### src/scfb_pkg.sv
// package for the servo command frame builder
// holds packet constants, limit tables, clamp helper and shared types
// no dependencies
package scfb_pkg;

  // command codes
  localparam logic FUNC_POSITION = 1'b0;
  localparam logic FUNC_TORQUE   = 1'b1;

  // packet constants
  localparam logic [7:0] HDR_BYTE    = 8'hFF;
  localparam logic [7:0] POS_LEN     = 8'd9;
  localparam logic [7:0] TRQ_LEN     = 8'd4;
  localparam logic [7:0] WRITE_INSTR = 8'd3;
  localparam logic [7:0] POS_REG     = 8'd42;
  localparam logic [7:0] TRQ_REG     = 8'd40;
  localparam logic [9:0] POS_FULL_MAX = 10'd1023;
  localparam int unsigned NUM_LIMITED = 8;

  // byte slots within a packet
  localparam int unsigned SLOT_W = 4;
  localparam logic [SLOT_W-1:0] SLOT_HDR0    = 4'd0;
  localparam logic [SLOT_W-1:0] SLOT_HDR1    = 4'd1;
  localparam logic [SLOT_W-1:0] SLOT_ID      = 4'd2;
  localparam logic [SLOT_W-1:0] SLOT_LEN     = 4'd3;
  localparam logic [SLOT_W-1:0] SLOT_INSTR   = 4'd4;
  localparam logic [SLOT_W-1:0] SLOT_REG     = 4'd5;
  localparam logic [SLOT_W-1:0] SLOT_DATA0   = 4'd6;
  localparam logic [SLOT_W-1:0] SLOT_DATA1   = 4'd7;
  localparam logic [SLOT_W-1:0] SLOT_TIME_HI = 4'd8;
  localparam logic [SLOT_W-1:0] SLOT_TIME_LO = 4'd9;
  localparam logic [SLOT_W-1:0] SLOT_PAD0    = 4'd10;
  localparam logic [SLOT_W-1:0] SLOT_PAD1    = 4'd11;
  localparam logic [SLOT_W-1:0] SLOT_POS_CHK = 4'd12;
  localparam logic [SLOT_W-1:0] SLOT_TRQ_CHK = 4'd7;

  // registered command
  typedef struct packed {
    logic               func;
    logic [7:0]         servo_id;
    logic signed [15:0] position;
    logic [15:0]        move_time;
    logic               torque_on;
  } cmd_t;

  // built frame, everything the serializer needs
  typedef struct packed {
    logic        func;
    logic [7:0]  servo_id;
    logic [9:0]  pos_val;
    logic [15:0] move_time;
    logic        torque_on;
    logic [7:0]  chk;
  } frame_t;

  // per-servo lower limits
  function automatic logic [9:0] lim_lo(input logic [2:0] idx);
    logic [9:0] r;
    case (idx)
      3'd0:    r = 10'd276;
      3'd1:    r = 10'd536;
      3'd2:    r = 10'd791;
      3'd3:    r = 10'd36;
      3'd4:    r = 10'd326;
      3'd5:    r = 10'd471;
      3'd6:    r = 10'd821;
      default: r = 10'd66;
    endcase
    return r;
  endfunction

  // per-servo upper limits
  function automatic logic [9:0] lim_hi(input logic [2:0] idx);
    logic [9:0] r;
    case (idx)
      3'd0:    r = 10'd476;
      3'd1:    r = 10'd736;
      3'd2:    r = 10'd991;
      3'd3:    r = 10'd236;
      3'd4:    r = 10'd526;
      3'd5:    r = 10'd671;
      3'd6:    r = 10'd1023;
      default: r = 10'd266;
    endcase
    return r;
  endfunction

  // clamp a signed value to a window of non-negative bounds
  function automatic logic signed [15:0] clamp_pos(input logic signed [15:0] v,
                                                   input logic [9:0] lo,
                                                   input logic [9:0] hi);
    logic signed [15:0] lo_s;
    logic signed [15:0] hi_s;
    logic signed [15:0] r;
    lo_s = signed'({6'd0, lo});
    hi_s = signed'({6'd0, hi});
    if (v < lo_s) begin
      r = lo_s;
    end else if (v > hi_s) begin
      r = hi_s;
    end else begin
      r = v;
    end
    return r;
  endfunction

endpackage

### src/scfb_frame_build.sv
// frame builder: clamps the goal position and computes the packet checksum
// depends on scfb_pkg
module scfb_frame_build import scfb_pkg::*; (
  input  cmd_t   cmd_i,
  output frame_t frame_o
);

  logic signed [15:0] win_pos;
  logic signed [15:0] full_pos;
  logic [9:0]         pos_val;
  logic [7:0]         sum_pos;
  logic [7:0]         sum_trq;

  // per-servo window, then the full range
  always_comb begin
    if (cmd_i.servo_id < 8'(NUM_LIMITED)) begin
      win_pos = clamp_pos(cmd_i.position, lim_lo(cmd_i.servo_id[2:0]),
                          lim_hi(cmd_i.servo_id[2:0]));
    end else begin
      win_pos = cmd_i.position;
    end
    full_pos = clamp_pos(win_pos, 10'd0, POS_FULL_MAX);
    pos_val  = full_pos[9:0];
  end

  // 8-bit sums from the id onward
  always_comb begin
    sum_pos = cmd_i.servo_id + POS_LEN + WRITE_INSTR + POS_REG
            + {6'd0, pos_val[9:8]} + pos_val[7:0]
            + cmd_i.move_time[15:8] + cmd_i.move_time[7:0];
    sum_trq = cmd_i.servo_id + TRQ_LEN + WRITE_INSTR + TRQ_REG
            + {7'd0, cmd_i.torque_on};
  end

  // frame fields
  always_comb begin
    frame_o.func      = cmd_i.func;
    frame_o.servo_id  = cmd_i.servo_id;
    frame_o.pos_val   = pos_val;
    frame_o.move_time = cmd_i.move_time;
    frame_o.torque_on = cmd_i.torque_on;
    frame_o.chk       = (cmd_i.func == FUNC_TORQUE) ? ~sum_trq : ~sum_pos;
  end

endmodule

### src/scfb_serializer.sv
// serializer: holds one built frame and sends it one byte per transaction
// depends on scfb_pkg
module scfb_serializer import scfb_pkg::*; (
  input  logic       clk_i,
  input  logic       rst_ni,
  input  logic       load_i,
  input  frame_t     frame_i,
  output logic       busy_o,
  output logic       done_o,
  output logic       out_valid_o,
  input  logic       out_stall_i,
  output logic [7:0] tx_byte_o,
  output logic       last_byte_o
);

  logic              vld_q, vld_d;
  logic [SLOT_W-1:0] idx_q, idx_d;
  frame_t            frame_q;
  logic [SLOT_W-1:0] last_idx;
  logic              out_acc;

  assign last_idx    = (frame_q.func == FUNC_TORQUE) ? SLOT_TRQ_CHK : SLOT_POS_CHK;
  assign out_valid_o = vld_q;
  assign out_acc     = vld_q && !out_stall_i;
  assign last_byte_o = (idx_q == last_idx);
  assign done_o      = out_acc && last_byte_o;
  assign busy_o      = vld_q;

  // byte select
  always_comb begin
    case (idx_q)
      SLOT_HDR0, SLOT_HDR1: tx_byte_o = HDR_BYTE;
      SLOT_ID:              tx_byte_o = frame_q.servo_id;
      SLOT_LEN:             tx_byte_o = (frame_q.func == FUNC_TORQUE) ? TRQ_LEN : POS_LEN;
      SLOT_INSTR:           tx_byte_o = WRITE_INSTR;
      SLOT_REG:             tx_byte_o = (frame_q.func == FUNC_TORQUE) ? TRQ_REG : POS_REG;
      SLOT_DATA0:           tx_byte_o = (frame_q.func == FUNC_TORQUE) ?
                                        {7'd0, frame_q.torque_on} :
                                        {6'd0, frame_q.pos_val[9:8]};
      SLOT_DATA1:           tx_byte_o = (frame_q.func == FUNC_TORQUE) ? frame_q.chk :
                                        frame_q.pos_val[7:0];
      SLOT_TIME_HI:         tx_byte_o = frame_q.move_time[15:8];
      SLOT_TIME_LO:         tx_byte_o = frame_q.move_time[7:0];
      SLOT_PAD0, SLOT_PAD1: tx_byte_o = 8'h00;
      SLOT_POS_CHK:         tx_byte_o = frame_q.chk;
      default:              tx_byte_o = 8'h00;
    endcase
  end

  // byte counter and frame valid
  always_comb begin
    vld_d = vld_q;
    idx_d = idx_q;
    if (load_i) begin
      vld_d = 1'b1;
      idx_d = SLOT_HDR0;
    end else if (done_o) begin
      vld_d = 1'b0;
      idx_d = SLOT_HDR0;
    end else if (out_acc) begin
      idx_d = idx_q + 1'b1;
    end
  end

  always_ff @(posedge clk_i or negedge rst_ni) begin
    if (!rst_ni) begin
      vld_q <= 1'b0;
      idx_q <= SLOT_HDR0;
    end else begin
      vld_q <= vld_d;
      idx_q <= idx_d;
    end
  end

  // frame storage
  always_ff @(posedge clk_i) begin
    if (load_i) begin
      frame_q <= frame_i;
    end
  end

`ifndef SYNTHESIS
  a_idx_in_range: assert property (@(posedge clk_i) disable iff (!rst_ni)
    vld_q |-> idx_q <= last_idx)
    else $error("byte index past end of packet");

  a_load_restarts: assert property (@(posedge clk_i) disable iff (!rst_ni)
    load_i |=> vld_q && idx_q == SLOT_HDR0)
    else $error("frame load did not restart at header");

  a_load_only_free: assert property (@(posedge clk_i) disable iff (!rst_ni)
    load_i |-> !vld_q || done_o)
    else $error("frame overwritten while still sending");

  a_done_drains: assert property (@(posedge clk_i) disable iff (!rst_ni)
    done_o && !load_i |=> !vld_q)
    else $error("serializer still valid after last byte");
`endif

endmodule

### src/servo_command_frame_builder_core.sv
// servo command frame builder, top level
// depends on scfb_pkg, scfb_frame_build, scfb_serializer
//
// Usage:
//   Input channel (in_valid_i / in_stall_o) takes one servo command per
//   transaction: func_i selects goal position (0) or torque enable (1).
//   Output channel (out_valid_o / out_stall_i) sends the write packet one
//   byte per transaction; last_byte_o marks the checksum byte.
//   A position command gives 13 bytes, a torque command gives 8 bytes.
//   An accepted command is first registered in the command register; its
//   frame is then loaded into the serializer when the output is free, and
//   the first byte is valid after that load. The serializer sends one byte
//   per cycle while the receiver does not stall. A command register in
//   front holds the next command while the current packet drains, and its
//   frame is loaded in the cycle the last byte goes out, so packets follow
//   with no gap.
//   Reset clears the command and frame valid flags; nothing is sent.
//   When the receiver stalls, the current byte holds; once the command
//   register is full, in_stall_o rises until the packet completes.
module servo_command_frame_builder_core import scfb_pkg::*; (
  input  logic               clk_i,
  input  logic               rst_ni,
  input  logic               in_valid_i,
  output logic               in_stall_o,
  input  logic               func_i,
  input  logic [7:0]         servo_id_i,
  input  logic signed [15:0] position_i,
  input  logic [15:0]        move_time_i,
  input  logic               torque_on_i,
  output logic               out_valid_o,
  input  logic               out_stall_i,
  output logic [7:0]         tx_byte_o,
  output logic               last_byte_o
);

  logic   cmd_vld_q, cmd_vld_d;
  cmd_t   cmd_q;
  frame_t frame;
  logic   ser_busy;
  logic   ser_done;
  logic   frame_load;
  logic   in_acc;

  // handshake
  assign frame_load = cmd_vld_q && (!ser_busy || ser_done);
  assign in_stall_o = cmd_vld_q && !frame_load;
  assign in_acc     = in_valid_i && !in_stall_o;
  assign cmd_vld_d  = in_acc || (cmd_vld_q && !frame_load);

  // command register
  always_ff @(posedge clk_i or negedge rst_ni) begin
    if (!rst_ni) begin
      cmd_vld_q <= 1'b0;
    end else begin
      cmd_vld_q <= cmd_vld_d;
    end
  end

  always_ff @(posedge clk_i) begin
    if (in_acc) begin
      cmd_q.func      <= func_i;
      cmd_q.servo_id  <= servo_id_i;
      cmd_q.position  <= position_i;
      cmd_q.move_time <= move_time_i;
      cmd_q.torque_on <= torque_on_i;
    end
  end

  // clamp and checksum
  scfb_frame_build u_build (
    .cmd_i   (cmd_q),
    .frame_o (frame)
  );

  // byte output
  scfb_serializer u_ser (
    .clk_i       (clk_i),
    .rst_ni      (rst_ni),
    .load_i      (frame_load),
    .frame_i     (frame),
    .busy_o      (ser_busy),
    .done_o      (ser_done),
    .out_valid_o (out_valid_o),
    .out_stall_i (out_stall_i),
    .tx_byte_o   (tx_byte_o),
    .last_byte_o (last_byte_o)
  );

endmodule

### config.mk
export PLATFORM = sky130hd
export DESIGN_NAME = servo_command_frame_builder_core
export DESIGN_NICKNAME = d
export VERILOG_FILES = /design/src/scfb_pkg.sv /design/src/scfb_frame_build.sv /design/src/scfb_serializer.sv /design/src/servo_command_frame_builder_core.sv
export SDC_FILE = /design/constraint.sdc
export NUM_CORES = 1
export LEC_CHECK = 0
export BUFFER_PORTS_ARGS = -buffer_cell sky130_fd_sc_hd__buf_2
export CAP_MARGIN = 5
export CORE_ASPECT_RATIO = 1.2
export CORE_MARGIN = 4
export CORE_UTILIZATION = 59
export CTS_CLUSTER_SIZE = 12
export DETAILED_ROUTE_END_ITERATION = 16
export PLACE_DENSITY = 0.8
export SLEW_MARGIN = 0
export SYNTH_ARGS = -nofsm -noshare
export SYNTH_HDL_FRONTEND = slang
export SYNTH_SLANG_ARGS = --single-unit
### constraint.sdc
create_clock -name clk_i -period 14.4 [get_ports clk_i]
set_input_delay 0 -clock clk_i [delete_from_list [all_inputs] [get_ports clk_i]]
set_output_delay 0 -clock clk_i [all_outputs]
set_load 0.02 [all_outputs]
Word-level counts from Yosys, hierarchy flattened
Index checks and enable logic that the tools add are counted.
Word-level totals
  register bits after elaboration: 92
  input port bits: 46
  output and inout port bits: 11
  logic and storage cells: 87
Operators by class
  add/subtract/negate cells: 12
  magnitude comparators: 5
  equality and inequality tests: 17
  multiplexer cells: 21
  bitwise logic cells: 2
  reductions and logical operators: 16
Operator list (count)
  10-bit one-hot mux with 7 select lines: 2
  8-bit one-hot mux with 10 select lines: 1
  16-bit 2-to-1 mux: 3
  10-bit 2-to-1 mux: 4
  8-bit adder: 3
  4-bit 2-to-1 mux: 5
  8-bit by 2-bit adder with 8-bit output, second input constant: 2
  8-bit by 6-bit adder with 8-bit output, second input constant: 2
  4-bit by 3-bit equality test with 1-bit output, second input constant: 4
  16-bit by 11-bit > comparator with 1-bit output: 1
  16-bit by 11-bit > comparator with 1-bit output, second input constant: 1
  16-bit by 1-bit less-than comparator with 1-bit output, second input constant: 1
  16-bit by 11-bit less-than comparator with 1-bit output: 1
  8-bit 2-to-1 mux: 2
  8-bit inverter: 2
  4-bit equality test, second input constant: 3
  3-bit equality test, second input constant: 3
  8-bit by 1-bit adder with 8-bit output: 1
  8-bit by 2-bit adder with 8-bit output: 1
  8-bit by 3-bit adder with 8-bit output, second input constant: 1
  8-bit by 4-bit adder with 8-bit output, second input constant: 1
  4-bit by 2-bit equality test with 1-bit output, second input constant: 2
  8-bit by 4-bit less-than comparator with 1-bit output, second input constant: 1
  3-bit by 2-bit equality test with 1-bit output, second input constant: 2
  other kinds (14): 24

Logic depth before layout (Yosys ltp)
Gate-level depths: netlist of run 1.
  depth after elaboration: 16
  gate-level depth with buffers: 27
  depth with buffers taken out: 26

Modules after synthesis
Synthesis of run 1 repeated with hierarchy kept, for this count alone.
Unflattened totals
  cell total of the unflattened synthesis: 506
  area total of the unflattened synthesis: 5755.5 sq um
By module, submodules not included
  scfb_serializer: instances 1, cells each 162, area an instance 2230.9 sq um, sequential area each 1446.4 sq um
  scfb_frame_build: instances 1, cells each 295, area an instance 2190.9 sq um, sequential area each 0.0 sq um
  servo_command_frame_builder_core: instances 1, cells each 49, area an instance 1333.8 sq um, sequential area each 1286.2 sq um

Worst setup path before layout of run 1
Ideal clock, no wire load.
  path kind: register to register
  start: register cmd_q[33] (netlist bit)
  end: register u_ser.frame_q[7] (netlist bit) (data pin)
  setup time: 0.255 ns
  data arrival time: 5.260 ns
  required time: 14.145 ns
  setup slack: 8.885 ns
  stages on the path, launching flop included: 26
  path buffers: 1
  clock period less this slack: 5.515 ns
  path through: edfxtp_1 clkbuf_1 nand2b_1 and2_1 inv_1 ha_1 a21o_1 a211oi_1 nand3_2 o21a_1 a21oi_1 nor2b_1 o21ai_0 fa_1 fa_1 inv_1 ha_1 inv_1 fa_1 nor2b_1 o31a_1 o21ai_0 nand2b_1 xnor2_1 a311o_1 and3_1
RTL lines
  from (decl): RTL line servo_command_frame_builder_core.sv:37  | cmd_t cmd_q;
  to (signal assigned): RTL line scfb_serializer.sv:78  | frame_q <= frame_i;
  to (decl): RTL line scfb_serializer.sv:18  | frame_t frame_q;

==> flow_summary.html, run 1 <==
<table>
<tr><th>Metric</th><th>Value</th></tr>
<tr><th colspan="2">Outcome</th></tr>
<tr><td>Result of the run</td><td>completed</td></tr>
<tr><th colspan="2">Final layout</th></tr>
<tr><td>Layout cell share with drive strength beyond 1</td><td>14.43%</td></tr>
<tr><td>Count of nets after finishing</td><td>a little under 700</td></tr>
<tr><td>Most common library cell in the layout ignoring fill and taps</td><td>sky130_fd_sc_hd__edfxtp_1</td></tr>
<tr><td>Multi-input gate area in the final layout</td><td>2445 um^2</td></tr>
<tr><td>Number of antenna diodes</td><td>0</td></tr>
<tr><td>Layout overhead on the synthesized area</td><td>18.82%</td></tr>
<tr><td>Fill cell count</td><td>627</td></tr>
<tr><td>FF/Latch Area</td><td>around 2700 um^2</td></tr>
<tr><td>Most used cells in the layout excluding fill and tap cells</td><td>sky130_fd_sc_hd__edfxtp_1, sky130_fd_sc_hd__buf_2, sky130_fd_sc_hd__dlygate4sd3_1</td></tr>
<tr><th colspan="2">Job</th></tr>
<tr><td>Number of maximum-capacitance violations</td><td>0</td></tr>
<tr><th colspan="2">Min path</th></tr>
<tr><td>Number of cells traversed by the worst hold path</td><td>3</td></tr>
<tr><td>Tightest Hold Check Type</td><td>in2reg</td></tr>
<tr><th colspan="2">Timing</th></tr>
<tr><td>Total of endpoints with negative setup slack in the final report</td><td>0</td></tr>
<tr><td>RSZ-0062 raised after global routing</td><td>false</td></tr>
<tr><td>Total Neg Setup Slack</td><td>0 ps</td></tr>
<tr><td>Period minus WS final</td><td>6636 ps</td></tr>
<tr><td>Hold violation total from the final report</td><td>0</td></tr>
<tr><td>Actual slew at the worst max-slew pin</td><td>1029 ps</td></tr>
<tr><td>Fin. max-slew vios</td><td>0</td></tr>
<tr><td>Share of the cycle needed by the critical path after routing</td><td>46.08%</td></tr>
<tr><td>Max Clock Freq</td><td>0.1507 GHz</td></tr>
<tr><td>Worst slew margin relative to its limit</td><td>31.41%</td></tr>
<tr><td>Worst clock skew</td><td>~9.4 ps</td></tr>
<tr><th colspan="2">Worst setup path</th></tr>
<tr><td>Kind of end point of the critical path</td><td>flop</td></tr>
<tr><td>Path type of the worst setup path</td><td>reg2reg</td></tr>
<tr><td>Endpoint arrival time on the critical path</td><td>just under 7000 ps</td></tr>
<tr><td>Required @ worst endpoint</td><td>14,520 ps</td></tr>
<tr><td>Worst r2r path cells</td><td>22</td></tr>
<tr><td>Worst-path fanout max</td><td>15</td></tr>
<tr><td>Critical path startpoint category</td><td>flop</td></tr>
<tr><th colspan="2">Clock network</th></tr>
<tr><td>Clock tree from TritonCTS</td><td>built</td></tr>
<tr><td>Skew-Pair Late Insertion Delay</td><td>360 ps</td></tr>
<tr><td>CTS Root Cell</td><td>sky130_fd_sc_hd__clkbuf_8</td></tr>
<tr><td>Number of sinks on the clock net</td><td>92</td></tr>
<tr><td>Clock Path Buffers</td><td>2</td></tr>
<tr><td>CTS H-tree lvls</td><td>3</td></tr>
<tr><td>Inserted Clock Buffers</td><td>9</td></tr>
<tr><td>CTS clock-pin slew for the worst setup and hold paths</td><td>90 ps</td></tr>
<tr><th colspan="2">Pwr</th></tr>
<tr><td>Power Total</td><td>0.0008136 W</td></tr>
<tr><td>Combinational fraction of design power</td><td>33.9%</td></tr>
<tr><td>Net switching share of the total power</td><td>34.44%</td></tr>
<tr><td>Maximum VDD drop</td><td>0.05346 mV</td></tr>
<tr><td>Clock network power share</td><td>between 20% and 30%</td></tr>
<tr><td>Switching Power</td><td>between 0.0002 and 0.0003 W</td></tr>
<tr><td>Static leakage</td><td>2.528 nW</td></tr>
<tr><td>Part of the power in registers</td><td>43.0%</td></tr>
<tr><td>Power per unit of standard cell area</td><td>126.4 nW/um^2</td></tr>
<tr><td>Cell internal pwr</td><td>0.0005333 W</td></tr>
<tr><th colspan="2">GRT</th></tr>
<tr><td>Final global-route overflow total</td><td>0</td></tr>
<tr><td>Initial antenna violation count</td><td>0</td></tr>
<tr><td>Aggregate global-route resource usage</td><td>24.84%</td></tr>
<tr><td>Global-route wire length before repair</td><td>20,360 um</td></tr>
<tr><td>Maximum number of pins on one net before global-route repair</td><td>45</td></tr>
<tr><td>Via count of the first global-routing pass</td><td>4,205</td></tr>
<tr><th colspan="2">Place</th></tr>
<tr><td>Count of buffers from port buffering</td><td>56</td></tr>
<tr><td>Weighted congestion at the end of routability-driven global placement</td><td>0.9029</td></tr>
<tr><td>Half-perimeter wire length after placement</td><td>8887 um</td></tr>
<tr><th colspan="2">Route</th></tr>
<tr><td>Detailed router's first-iteration violation count</td><td>just over 200</td></tr>
<tr><td>Drt via density</td><td>around 5.8</td></tr>
<tr><td>Per-cell routed wire length</td><td>17.67 um</td></tr>
<tr><td>Number of antenna-violating nets in the routed design</td><td>0</td></tr>
<tr><td>Total detailed-routing wirelength</td><td>around 12,000 um</td></tr>
<tr><td>Via count</td><td>4,050</td></tr>
<tr><td>Number of detailed-route iterations in the first pass</td><td>4</td></tr>
<tr><td>Residual DRC</td><td>0</td></tr>
<tr><th colspan="2">Logic synthesis</th></tr>
<tr><td>Xor/xnor share of the synthesized area</td><td>between 2 and 2.5%</td></tr>
<tr><td>Number of cells produced by synthesis</td><td>483</td></tr>
<tr><td>Ys flop type</td><td>sky130_fd_sc_hd__edfxtp_1</td></tr>
<tr><td>Synthesized-area fraction occupied by and/or/nand/nor cells</td><td>11.80%</td></tr>
<tr><td>Dominant combinational cell family by area after synthesis</td><td>compound AO/OA/AOI/OAI gates</td></tr>
<tr><td>Syn Area/Cell</td><td>11.22 um^2</td></tr>
<tr><td>Synth warn</td><td>0</td></tr>
<tr><td>Number of flops mapped to enable cells by yosys</td><td>86</td></tr>
<tr><td>Unique cell type count in the Yosys netlist</td><td>60</td></tr>
<tr><td>Post-synthesis mux area share</td><td>1.085%</td></tr>
<tr><td>Compound-cell area share of the yosys netlist</td><td>15.54%</td></tr>
<tr><td>Number of synthesized register bits</td><td>92</td></tr>
<tr><td>Net count of the mapped netlist</td><td>approximately 580</td></tr>
<tr><td>Portion of the post-synthesis area used by sequential elements</td><td>around half</td></tr>
<tr><td>Post-Synth Adder-Cell Area</td><td>14.22%</td></tr>
<tr><td>Synth async-reset ratio</td><td>6.522%</td></tr>
<tr><td>Post-synth design cell area</td><td>5419 um^2</td></tr>
<tr><th colspan="2">Die</th></tr>
<tr><td>Io pins</td><td>57</td></tr>
<tr><td>Die Area</td><td>10,790 um^2</td></tr>
<tr><td>Initial core utilization</td><td>between 60% and 70%</td></tr>
<tr><td>Area of the placeable core</td><td>8986 um^2</td></tr>
<tr><td>Horizontal die dimension</td><td>95.49 um</td></tr>
<tr><td>Die H</td><td>113.0 um</td></tr>
<tr><td>Std-Cell Rows</td><td>38</td></tr>
</table>
## metrics by stage
stage | std cells | hold WS, ps | utilization [%] | area, um^2 | worst slack (ps)
floorplan | 483 | -295.6 | - | 5419 | 8885
global placement | 641 | -171.1 | 64.24 | 5773 | 7956
detailed placement | 641 | -166.3 | 64.24 | 5773 | 7888
CTS | 702 | 9.698 | 71.65 | 6439 | 7853
global route | 702 | 35.19 | 71.65 | 6439 | 7352
finish | 702 | 41.67 | 71.65 | 6439 | 7764
## metal layers
layer | track usage [%] | routed length (um) | vias up
met2 | 43.53 | 6499 | 151
met5 | 0 | 0 | -
met3 | 4.322 | 616 | 32
li1 | - | - | 1947
met4 | 10.25 | 365 | 0
met1 | 29.89 | 4925 | 1920
## cells in the mapped netlist (6+ instances only)
master                     count  area (um^2)
sky130_fd_sc_hd__edfxtp_1     86         2582
sky130_fd_sc_hd__inv_1        44        165.2
sky130_fd_sc_hd__nor2_1       43        161.4
sky130_fd_sc_hd__ha_1         36        450.4
sky130_fd_sc_hd__o21ai_0      35        175.2
sky130_fd_sc_hd__nand2_1      30        112.6
sky130_fd_sc_hd__a21oi_1      28        140.1
sky130_fd_sc_hd__fa_1         16        320.3
sky130_fd_sc_hd__nand2b_1     15        93.84
sky130_fd_sc_hd__clkbuf_1     14        52.55
sky130_fd_sc_hd__xnor2_1      11        96.34
sky130_fd_sc_hd__a211oi_1      8        60.06
sky130_fd_sc_hd__a221oi_1      8        70.07
sky130_fd_sc_hd__nor2b_1       8        50.05
sky130_fd_sc_hd__dfrtp_1       6        150.1
sky130_fd_sc_hd__nor3_1        6        30.03
sky130_fd_sc_hd__o21a_1        6        45.04
## what timing repair did
item                                    4_1_cts  5_1_grt
buffers inserted                              0        0
hold buffers                                 45        0
resized for setup                             0        0
endpoints found under the hold margin        49        0
endpoints found under the setup margin        0        0
## power by group through the flow
stage	Clock, W	Combinational (W)	Sequential, W
finish	0.000187	0.000276	0.000350
detailed placement	0	0.000265	0.000355
floorplan	0	0.000210	0.000335
CTS	0.000191	0.000275	0.000349
global route	0.000201	0.000310	0.000354
global placement	0	0.000256	0.000354
## layout make-up
cell class	instances	area share, %
well taps	120	2.332
flip-flops and latches	92	42.44
multi-input cells	329	37.97
repair buffers	101	11.35
inverters	44	2.565
clock inverters	6	1.360
clock buffers	10	1.982
## state kept, by name (all words and copies together), names as in the netlist
| signal | flops |
|---|---|
| u_ser.idx_q | 4 |
| u_ser.busy_o | 1 |
| cmd_q | 42 |
| u_ser.frame_q | 44 |
| cmd_vld_q | 1 |
## path summary, 6_finish.rpt
kind	startpoint	end	slack [ps]
max	cmd_q[35]	u_ser.frame_q[7]	7760
min	out_stall_i	u_ser.idx_q[0]	40
max reg2reg	cmd_q[35]	u_ser.frame_q[7]	7760
min reg2reg	cmd_q[2]	u_ser.frame_q[10]	450
max in group asynchronous	rst_ni	cmd_vld_q	13580
min in group asynchronous	rst_ni	u_ser.idx_q[2]	580
## worst max-delay path, cell delays in order (launching register included)
cell	delay [ps]
sky130_fd_sc_hd__edfxtp_1	620
sky130_fd_sc_hd__or2_2	410
sky130_fd_sc_hd__o21ai_0	370
sky130_fd_sc_hd__ha_1	340
sky130_fd_sc_hd__a211oi_1	300
sky130_fd_sc_hd__o21ai_0	190
sky130_fd_sc_hd__o31ai_1	750
sky130_fd_sc_hd__a21oi_1	300
sky130_fd_sc_hd__nor2b_1	200
sky130_fd_sc_hd__o21ai_0	130
sky130_fd_sc_hd__fa_1	590
sky130_fd_sc_hd__fa_1	420
sky130_fd_sc_hd__inv_1	70
sky130_fd_sc_hd__ha_1	160
sky130_fd_sc_hd__inv_1	50
sky130_fd_sc_hd__fa_1	370
sky130_fd_sc_hd__nor2b_1	200
sky130_fd_sc_hd__o31a_1	170
sky130_fd_sc_hd__o21ai_0	90
sky130_fd_sc_hd__nand2b_1	90
sky130_fd_sc_hd__xnor2_1	80
sky130_fd_sc_hd__a311o_1	320
sky130_fd_sc_hd__and3_1	170
## cell families after synthesis
family / count (synthesis)
AO/OA/AOI/OAI: 130
XOR/XNOR: 15
adder cells (fa/ha/maj): 52
buffers and inverters: 62
flip-flops: 92
multiplexers: 5
AND/OR/NAND/NOR: 127
Power figures use the tool's default switching activity.
==> run 2: changes to the inputs <==
- CORE_UTILIZATION: 59 -> 54
- PLACE_DENSITY: 0.8 -> 0.77
- clock period: 14.4 -> 5.6 ns (I/O delays scaled with it)
==> flow_summary.html, run 2 (synthesis gave the netlist of run 1 again) <==
<table>
<tr><th>Metric</th><th>Value</th></tr>
<tr><th colspan="2">Final layout</th></tr>
<tr><td>Layout cell share with drive strength beyond 1</td><td>27.98% (+14 points)</td></tr>
<tr><td>Register containing the most flip-flops in the final layout</td><td>u_ser.frame_q</td></tr>
<tr><td>Most used cells in the layout excluding fill and tap cells</td><td>sky130_fd_sc_hd__edfxtp_1, sky130_fd_sc_hd__buf_2, sky130_fd_sc_hd__dlygate4sd3_1</td></tr>
<tr><td>Registers with the highest flip-flop counts</td><td>u_ser.frame_q (44), cmd_q (42), u_ser.idx_q (4)</td></tr>
<tr><td>Max reg flops</td><td>44 (unchanged)</td></tr>
<tr><td>Layout overhead on the synthesized area</td><td>32.76%</td></tr>
<tr><td>Count of nets after finishing</td><td>722 (+7.0%)</td></tr>
<tr><td>Most common library cell in the layout ignoring fill and taps</td><td>sky130_fd_sc_hd__edfxtp_1</td></tr>
<tr><th colspan="2">Worst setup path</th></tr>
<tr><td>Worst-path fanout max</td><td>6 (-9)</td></tr>
<tr><td>Startpoint of the most critical register-to-register path</td><td>cmd_q[34]</td></tr>
<tr><td>Worst r2r path cells</td><td>27 (+23%)</td></tr>
<tr><td>Path type of the worst setup path</td><td>reg2reg</td></tr>
<tr><td>Kind of end point of the critical path</td><td>flop</td></tr>
<tr><td>Reg2Reg Setup Slack</td><td>110 ps (-7650 ps)</td></tr>
<tr><td>Critical path startpoint category</td><td>flop</td></tr>
<tr><td>Endpoint of the lowest-slack register-to-register path</td><td>u_ser.frame_q[7]</td></tr>
<tr><td>Endpoint arrival time on the critical path</td><td>5590 ps (-1170 ps)</td></tr>
<tr><td>Largest stage delay on the critical path</td><td>520 ps (-230 ps)</td></tr>
<tr><td>Library cell contributing the largest single delay on the critical path</td><td>sky130_fd_sc_hd__edfxtp_1</td></tr>
<tr><td>Required @ worst endpoint</td><td>5700 ps (-8820 ps)</td></tr>
<tr><th colspan="2">Timing</th></tr>
<tr><td>Actual slew at the worst max-slew pin</td><td>1036 ps (+6.593 ps)</td></tr>
<tr><td>Hold violation total from the final report</td><td>0 (unchanged)</td></tr>
<tr><td>Final setup margin</td><td>112.8 ps (-7651 ps)</td></tr>
<tr><td>Worst slew margin relative to its limit</td><td>30.97% (-0.44 points)</td></tr>
<tr><td>Max Clock Freq</td><td>0.1822 GHz (+21%)</td></tr>
<tr><td>Share of the cycle needed by the critical path after routing</td><td>97.99% (+52 points)</td></tr>
<tr><td>Fin. max-slew vios</td><td>0 (unchanged)</td></tr>
<tr><td>Period minus WS final</td><td>5487 ps (-1149 ps)</td></tr>
<tr><td>Total of endpoints with negative setup slack in the final report</td><td>0 (unchanged)</td></tr>
<tr><td>Worst clock skew</td><td>9.091 ps (-0.2953 ps)</td></tr>
<tr><th colspan="2">Outcome</th></tr>
<tr><td>Result of the run</td><td>completed</td></tr>
<tr><th colspan="2">Clock network</th></tr>
<tr><td>CTS Root Cell</td><td>sky130_fd_sc_hd__clkbuf_16</td></tr>
<tr><td>Number of sinks on the clock net</td><td>92 (unchanged)</td></tr>
<tr><td>Skew-Pair Late Insertion Delay</td><td>350 ps (about the same)</td></tr>
<tr><td>Clock tree from TritonCTS</td><td>built</td></tr>
<tr><td>Inserted Clock Buffers</td><td>9 (unchanged)</td></tr>
<tr><td>Clock Path Buffers</td><td>2 (unchanged)</td></tr>
<tr><td>CTS H-tree lvls</td><td>3 (unchanged)</td></tr>
<tr><td>CTS clock-pin slew for the worst setup and hold paths</td><td>70 ps (-20 ps)</td></tr>
<tr><th colspan="2">Die</th></tr>
<tr><td>Die Area</td><td>11,710 um^2 (+8.5%)</td></tr>
<tr><td>Die H</td><td>117.7 um (+4.2%)</td></tr>
<tr><td>Area of the placeable core</td><td>9662 um^2 (+7.5%)</td></tr>
<tr><td>Horizontal die dimension</td><td>99.45 um (+4.1%)</td></tr>
<tr><td>Io pins</td><td>57 (unchanged)</td></tr>
<tr><td>Std-Cell Rows</td><td>39 (+2.6%)</td></tr>
<tr><td>Initial core utilization</td><td>56.09% (-4.2 points)</td></tr>
<tr><th colspan="2">Route</th></tr>
<tr><td>Number of detailed-route iterations in the first pass</td><td>5 (+1)</td></tr>
<tr><td>Total detailed-routing wirelength</td><td>14,330 um (+16%)</td></tr>
<tr><td>Via count</td><td>4,381 (+8.2%)</td></tr>
<tr><td>Residual DRC</td><td>0 (unchanged)</td></tr>
<tr><td>Per-cell routed wire length</td><td>19.03 um (+7.7%)</td></tr>
<tr><td>Detailed router's first-iteration violation count</td><td>234 (+15%)</td></tr>
<tr><td>Number of antenna-violating nets in the routed design</td><td>0 (unchanged)</td></tr>
<tr><td>Drt via density</td><td>5.818 (+0.85%)</td></tr>
<tr><th colspan="2">GRT</th></tr>
<tr><td>Maximum number of pins on one net before global-route repair</td><td>45 (unchanged)</td></tr>
<tr><td>Global-route wire length before repair</td><td>22,560 um (+11%)</td></tr>
<tr><td>Aggregate global-route resource usage</td><td>24.89% (+0.051 points)</td></tr>
<tr><td>Initial antenna violation count</td><td>1 (+1)</td></tr>
<tr><td>Final global-route overflow total</td><td>0 (unchanged)</td></tr>
<tr><td>Via count of the first global-routing pass</td><td>4,523 (+7.6%)</td></tr>
<tr><th colspan="2">Place</th></tr>
<tr><td>Weighted congestion at the end of routability-driven global placement</td><td>0.9295 (+2.9%)</td></tr>
<tr><td>Post-Place Setup Slack</td><td>-283.9 ps (-8172 ps)</td></tr>
<tr><td>Half-perimeter wire length after placement</td><td>10,070 um (+13%)</td></tr>
<tr><td>Count of buffers from port buffering</td><td>56 (unchanged)</td></tr>
<tr><th colspan="2">Pwr</th></tr>
<tr><td>Static leakage</td><td>2.849 nW (+13%)</td></tr>
<tr><td>Power Total</td><td>0.002329 W (+190%)</td></tr>
<tr><td>Power per unit of standard cell area</td><td>323.7 nW/um^2 (+160%)</td></tr>
<tr><td>Maximum VDD drop</td><td>0.1977 mV (+270%)</td></tr>
<tr><th colspan="2">Min path</th></tr>
<tr><td>Hold path start</td><td>out_stall_i</td></tr>
<tr><td>Tightest Hold Check Type</td><td>in2reg</td></tr>
<tr><td>Number of cells traversed by the worst hold path</td><td>3 (unchanged)</td></tr>
<tr><td>Worst min-delay path endpoint</td><td>u_ser.idx_q[2]</td></tr>
<tr><th colspan="2">Job</th></tr>
<tr><td>Number of maximum-capacitance violations</td><td>0 (unchanged)</td></tr>
</table>
## run 2: cell count changes in the layout (fill, tap and decap cells not counted), moves of 5 or more
cell                        change
sky130_fd_sc_hd__buf_4         +38
sky130_fd_sc_hd__ha_1           -6
sky130_fd_sc_hd__buf_6          +8
sky130_fd_sc_hd__clkbuf_16      +9
sky130_fd_sc_hd__o21ai_0        -5
sky130_fd_sc_hd__clkbuf_8       -9
## run 2: what timing repair did
action	CTS	global route
pin swaps	3	28
resized for setup	12	59
endpoints found under the setup margin	1	2
setup buffers	2	14
hold buffers	46	0
endpoints found under the hold margin	49	0
## run 2: metal layers
layer  track usage (%)  vias to the layer above  wire [um]
li1                  -                     2039          -
met1             28.85                     2129       5285
met2             44.87                      169       7740
met3             4.505                       44        767
met4             9.735                        0        536
met5                 0                        -          0
## run 2: power by group
| group | switching, W | internal (W) | leakage, nW |
|---|---|---|---|
| sequential | 0.0000824 | 0.000819 | 0.841 |
| clock | 0.000268 | 0.000349 | 0.145 |
| combinational | 0.000449 | 0.000362 | 1.86 |
| total | 0.000799 | 0.00153 | 2.85 |
## run 2: area by class of cell
type	instances	area (um^2)
multi-input combinational	329	2724
clock inverter	7	75.07
tap	123	153.9
fill	632	2467
sequential	92	2733
antenna	1	2.502
inverter	44	165.2
clock buffer	9	225.2
timing repair buffer	148	1116
## run 2: worst max-delay path: cells and delay by family, from the launching register on
family | cells | cell delay [ps]
simple gates | 7 | 700
buf+inv | 6 | 640
xor+xnor | 1 | 150
compound gates | 8 | 1770
flops | 1 | 520
fa+ha+maj | 5 | 1440
## run 2: worst max-delay path by stage
| stage | start | endpoint | slack (ps) | cells past startpoint |
|---|---|---|---|---|
| after floorplan | cmd_q[33] | u_ser.frame_q[7] | 90 | 25 |
| final | cmd_q[34] | u_ser.frame_q[7] | 110 | 27 |
| after detailed placement | cmd_q[34] | u_ser.frame_q[7] | -280 | 22 |
| after global routing | cmd_q[35] | u_ser.frame_q[7] | -80 | 24 |
| after global placement | cmd_q[33] | u_ser.frame_q[7] | -70 | 26 |
| after CTS | cmd_q[34] | u_ser.frame_q[7] | 30 | 22 |
## run 2: per-stage QoR
stage                     hold WS (ps)  cell area, um^2  instances  setup TNS (ps)  utilization [%]
after floorplan                 -295.6             5419        483               0                -
after global placement          -172.3             6010        675          -73.78            62.20
after detailed placement        -166.5             6010        675          -283.9            62.20
after CTS                        47.50             6823        739               0            70.62
after global routing             71.93             7194        753          -75.62            74.46
final                            57.51             7194        753               0            74.46
==> run 3: changes to the inputs <==
- BUFFER_PORTS_ARGS: -buffer_cell sky130_fd_sc_hd__buf_2 -> -buffer_cell sky130_fd_sc_hd__buf_4
==> flow_summary.html, run 3 (synthesis gave the netlist of run 1 again) <==
<table>
<tr><th>Metric</th><th>Value</th></tr>
<tr><th colspan="2">Pwr</th></tr>
<tr><td>Switching Power</td><td>0.0008343 W (+4.4%)</td></tr>
<tr><td>Cell internal pwr</td><td>0.001529 W (about the same)</td></tr>
<tr><td>Part of the power in registers</td><td>38.1% (-0.6 points)</td></tr>
<tr><td>Power Total</td><td>0.002363 W (+1.5%)</td></tr>
<tr><td>Static leakage</td><td>2.832 nW (-0.58%)</td></tr>
<tr><td>Maximum VDD drop</td><td>0.1735 mV (-12%)</td></tr>
<tr><td>Combinational fraction of design power</td><td>35.8% (+1.0 points)</td></tr>
<tr><td>Net switching share of the total power</td><td>35.30% (+0.99 points)</td></tr>
<tr><td>Clock network power share</td><td>26.1% (-0.4 points)</td></tr>
<tr><td>Power per unit of standard cell area</td><td>327.4 nW/um^2 (+1.1%)</td></tr>
<tr><th colspan="2">Route</th></tr>
<tr><td>Residual DRC</td><td>0 (unchanged)</td></tr>
<tr><td>Number of antenna-violating nets in the routed design</td><td>0 (unchanged)</td></tr>
<tr><td>Per-cell routed wire length</td><td>18.73 um (-1.6%)</td></tr>
<tr><td>Via count</td><td>4,318 (-1.4%)</td></tr>
<tr><td>Drt via density</td><td>5.835 (+0.29%)</td></tr>
<tr><td>Met1 routed wirelength after detailed routing</td><td>5195 um (-1.7%)</td></tr>
<tr><td>Total detailed-routing wirelength</td><td>13,860 um (-3.3%)</td></tr>
<tr><td>Routed length on met2</td><td>7349 um (-5.1%)</td></tr>
<tr><td>Detail Route met3 WL</td><td>818 um (+6.6%)</td></tr>
<tr><td>Detailed router's first-iteration violation count</td><td>238 (+1.7%)</td></tr>
<tr><td>Number of detailed-route iterations in the first pass</td><td>5 (unchanged)</td></tr>
<tr><td>Top Metal Used</td><td>met4</td></tr>
<tr><th colspan="2">Worst setup path</th></tr>
<tr><td>Endpoint arrival time on the critical path</td><td>5560 ps (-30 ps)</td></tr>
<tr><td>Path type of the worst setup path</td><td>reg2reg</td></tr>
<tr><td>Library cell contributing the largest single delay on the critical path</td><td>sky130_fd_sc_hd__edfxtp_1</td></tr>
<tr><td>Startpoint of the most critical register-to-register path</td><td>cmd_q[35]</td></tr>
<tr><td>Kind of end point of the critical path</td><td>flop</td></tr>
<tr><td>Reg2Reg Setup Slack</td><td>160 ps (+50 ps)</td></tr>
<tr><td>CP top delay family</td><td>compound AO/OA/AOI/OAI gates</td></tr>
<tr><td>Worst setup path start</td><td>cmd_q[35]</td></tr>
<tr><td>Bufs and invs on worst path</td><td>4 (-2)</td></tr>
<tr><td>Worst-path fanout max</td><td>7 (+1)</td></tr>
<tr><td>Largest stage delay on the critical path</td><td>520 ps (about the same)</td></tr>
<tr><td>Required @ worst endpoint</td><td>5720 ps (+20 ps)</td></tr>
<tr><td>Critical path startpoint category</td><td>flop</td></tr>
<tr><th colspan="2">Final layout</th></tr>
<tr><td>Register containing the most flip-flops in the final layout</td><td>u_ser.frame_q</td></tr>
<tr><td>Most used cells in the layout excluding fill and tap cells</td><td>sky130_fd_sc_hd__edfxtp_1, sky130_fd_sc_hd__buf_4, sky130_fd_sc_hd__dlygate4sd3_1</td></tr>
<tr><td>Layout overhead on the synthesized area</td><td>33.23%</td></tr>
<tr><td>Max reg flops</td><td>44 (unchanged)</td></tr>
<tr><td>Layout cell share with drive strength beyond 1</td><td>26.74% (-1.2 points)</td></tr>
<tr><td>Number of antenna diodes</td><td>0 (-1)</td></tr>
<tr><td>Count of nets after finishing</td><td>710 (-1.7%)</td></tr>
<tr><td>Registers with the highest flip-flop counts</td><td>u_ser.frame_q (44), cmd_q (42), u_ser.idx_q (4)</td></tr>
<tr><td>Final Util</td><td>74.72% (+0.26 points)</td></tr>
<tr><th colspan="2">Die</th></tr>
<tr><td>Initial core utilization</td><td>56.09% (unchanged)</td></tr>
<tr><td>Area of the placeable core</td><td>9662 um^2 (unchanged)</td></tr>
<tr><td>Die H</td><td>117.7 um (unchanged)</td></tr>
<tr><td>Horizontal die dimension</td><td>99.45 um (unchanged)</td></tr>
<tr><td>Io pins</td><td>57 (unchanged)</td></tr>
<tr><td>Std-Cell Rows</td><td>39 (unchanged)</td></tr>
<tr><td>Die Area</td><td>11,710 um^2 (unchanged)</td></tr>
<tr><th colspan="2">Clock network</th></tr>
<tr><td>Clock tree from TritonCTS</td><td>built</td></tr>
<tr><td>Clock Path Buffers</td><td>2 (unchanged)</td></tr>
<tr><td>Number of sinks on the clock net</td><td>92 (unchanged)</td></tr>
<tr><td>CTS Root Cell</td><td>sky130_fd_sc_hd__clkbuf_16</td></tr>
<tr><td>Skew-Pair Late Insertion Delay</td><td>350 ps (about the same)</td></tr>
<tr><td>CTS H-tree lvls</td><td>3 (unchanged)</td></tr>
<tr><td>Inserted Clock Buffers</td><td>9 (unchanged)</td></tr>
<tr><td>CTS clock-pin slew for the worst setup and hold paths</td><td>80 ps (about the same)</td></tr>
<tr><th colspan="2">Min path</th></tr>
<tr><td>Hold path start</td><td>position_i[12]</td></tr>
<tr><td>Tightest Hold Check Type</td><td>in2reg</td></tr>
<tr><th colspan="2">Timing</th></tr>
<tr><td>Total of endpoints with negative setup slack in the final report</td><td>0 (unchanged)</td></tr>
<tr><td>Share of the cycle needed by the critical path after routing</td><td>97.13% (-0.86 points)</td></tr>
<tr><td>Total Neg Setup Slack</td><td>0 ps (unchanged)</td></tr>
<tr><td>Fin. max-slew vios</td><td>0 (unchanged)</td></tr>
<tr><td>Actual slew at the worst max-slew pin</td><td>1075 ps (+39.52 ps)</td></tr>
<tr><td>Period minus WS final</td><td>5439 ps (-48.17 ps)</td></tr>
<tr><td>Max Clock Freq</td><td>0.1839 GHz (+0.89%)</td></tr>
<tr><td>Hold violation total from the final report</td><td>0 (unchanged)</td></tr>
<tr><td>Worst slew margin relative to its limit</td><td>28.33% (-2.6 points)</td></tr>
<tr><td>Worst clock skew</td><td>8.799 ps (-0.2919 ps)</td></tr>
<tr><th colspan="2">GRT</th></tr>
<tr><td>Final global-route overflow total</td><td>0 (unchanged)</td></tr>
<tr><td>Maximum number of pins on one net before global-route repair</td><td>45 (unchanged)</td></tr>
<tr><td>Via count of the first global-routing pass</td><td>4,441 (-1.8%)</td></tr>
<tr><td>Initial antenna violation count</td><td>0 (-1)</td></tr>
<tr><td>Aggregate global-route resource usage</td><td>24.46% (-0.43 points)</td></tr>
<tr><td>Global-route wire length before repair</td><td>22,110 um (-2.0%)</td></tr>
<tr><th colspan="2">Place</th></tr>
<tr><td>Half-perimeter wire length after placement</td><td>9734 um (-3.4%)</td></tr>
<tr><td>Weighted congestion at the end of routability-driven global placement</td><td>0.9290 (about the same)</td></tr>
<tr><td>Count of buffers from port buffering</td><td>56 (unchanged)</td></tr>
<tr><th colspan="2">Job</th></tr>
<tr><td>Number of maximum-capacitance violations</td><td>0 (unchanged)</td></tr>
<tr><th colspan="2">Outcome</th></tr>
<tr><td>Result of the run</td><td>completed</td></tr>
</table>
==> run 3: cell types whose count changed in the layout (fill, tap and decap cells not counted), moves of 2 or more <==
cell / change
sky130_fd_sc_hd__a21oi_2: +3
sky130_fd_sc_hd__a21oi_4: -2
sky130_fd_sc_hd__buf_2: -56
sky130_fd_sc_hd__buf_4: +48
sky130_fd_sc_hd__buf_6: -4
sky130_fd_sc_hd__inv_8: +3
sky130_fd_sc_hd__nand2_1: -2
sky130_fd_sc_hd__nand2b_1: +2
sky130_fd_sc_hd__nand2b_4: -2
sky130_fd_sc_hd__nor2b_4: +2
sky130_fd_sc_hd__o21ai_2: +2
==> run 3: final timing paths <==
kind,cells past startpoint,endpoint
max,26,u_ser.frame_q[7]
min in group asynchronous,3,u_ser.busy_o
min,2,cmd_q[29]
max reg2reg,26,u_ser.frame_q[7]
min reg2reg,0,u_ser.frame_q[10]
max in group asynchronous,3,u_ser.idx_q[0]
==> run 3: final cells by class <==
type | count | area (um^2)
Clock inverter | 7 | 77.57
Tap cell | 123 | 153.9
Multi-Input combinational cell | 329 | 2710
Clock buffer | 9 | 225.2
Timing Repair Buffer | 136 | 1151
Sequential cell | 92 | 2733
Inverter | 44 | 168.9
Fill cell | 662 | 2442
==> run 3: worst register-to-register path, delay by kind of cell, from the launching register on <==
kind | cells | cell delay, ps
buffers and inverters | 4 | 480
AND/OR/NAND/NOR | 7 | 770
XOR/XNOR | 2 | 290
AO/OA/AOI/OAI | 8 | 1670
adder cells (fa/ha/maj) | 5 | 1490
flip-flops | 1 | 520
==> run 3: per-layer routing <==
layer / track usage (%) / vias to the layer above
met5: 0 / -
met3: 5.394 / 40
met2: 42.44 / 175
met4: 11.27 / 0
li1: - / 2015
met1: 28.47 / 2088
==> run 3: metrics by stage <==
stage / instance area, um^2 / instances / hold slack [ps] / setup WS (ps)
floorplan: 5419 / 483 / -295.6 / 85.23
detailed placement: 6067 / 664 / -187.8 / -199.3
finish: 7219 / 740 / 354.6 / 160.9
CTS: 6870 / 729 / 344.4 / 5.480
global placement: 6067 / 664 / -190.6 / -8.754
global route: 7219 / 740 / 355.8 / -59.60
==> run 3: power groups by stage <==
stage	registers (W)	clock network (W)	logic (W)
2_1_floorplan	0.000862	0	0.000541
3_3_place_gp	0.000909	0	0.000725
3_5_place_dp	0.000913	0	0.000754
4_1_cts	0.000898	0.000626	0.000788
5_1_grt	0.000910	0.000656	0.000930
6_report	0.000901	0.000617	0.000845
==> run 3: timing repair <==
action | 4_1_cts | 5_1_grt
hold buffers | 46 | 0
endpoints found under the setup margin | 1 | 3
resized for setup | 5 | 68
setup buffers | 3 | 11
pin swaps | 0 | 27
hold endpoints to repair | 50 | 0
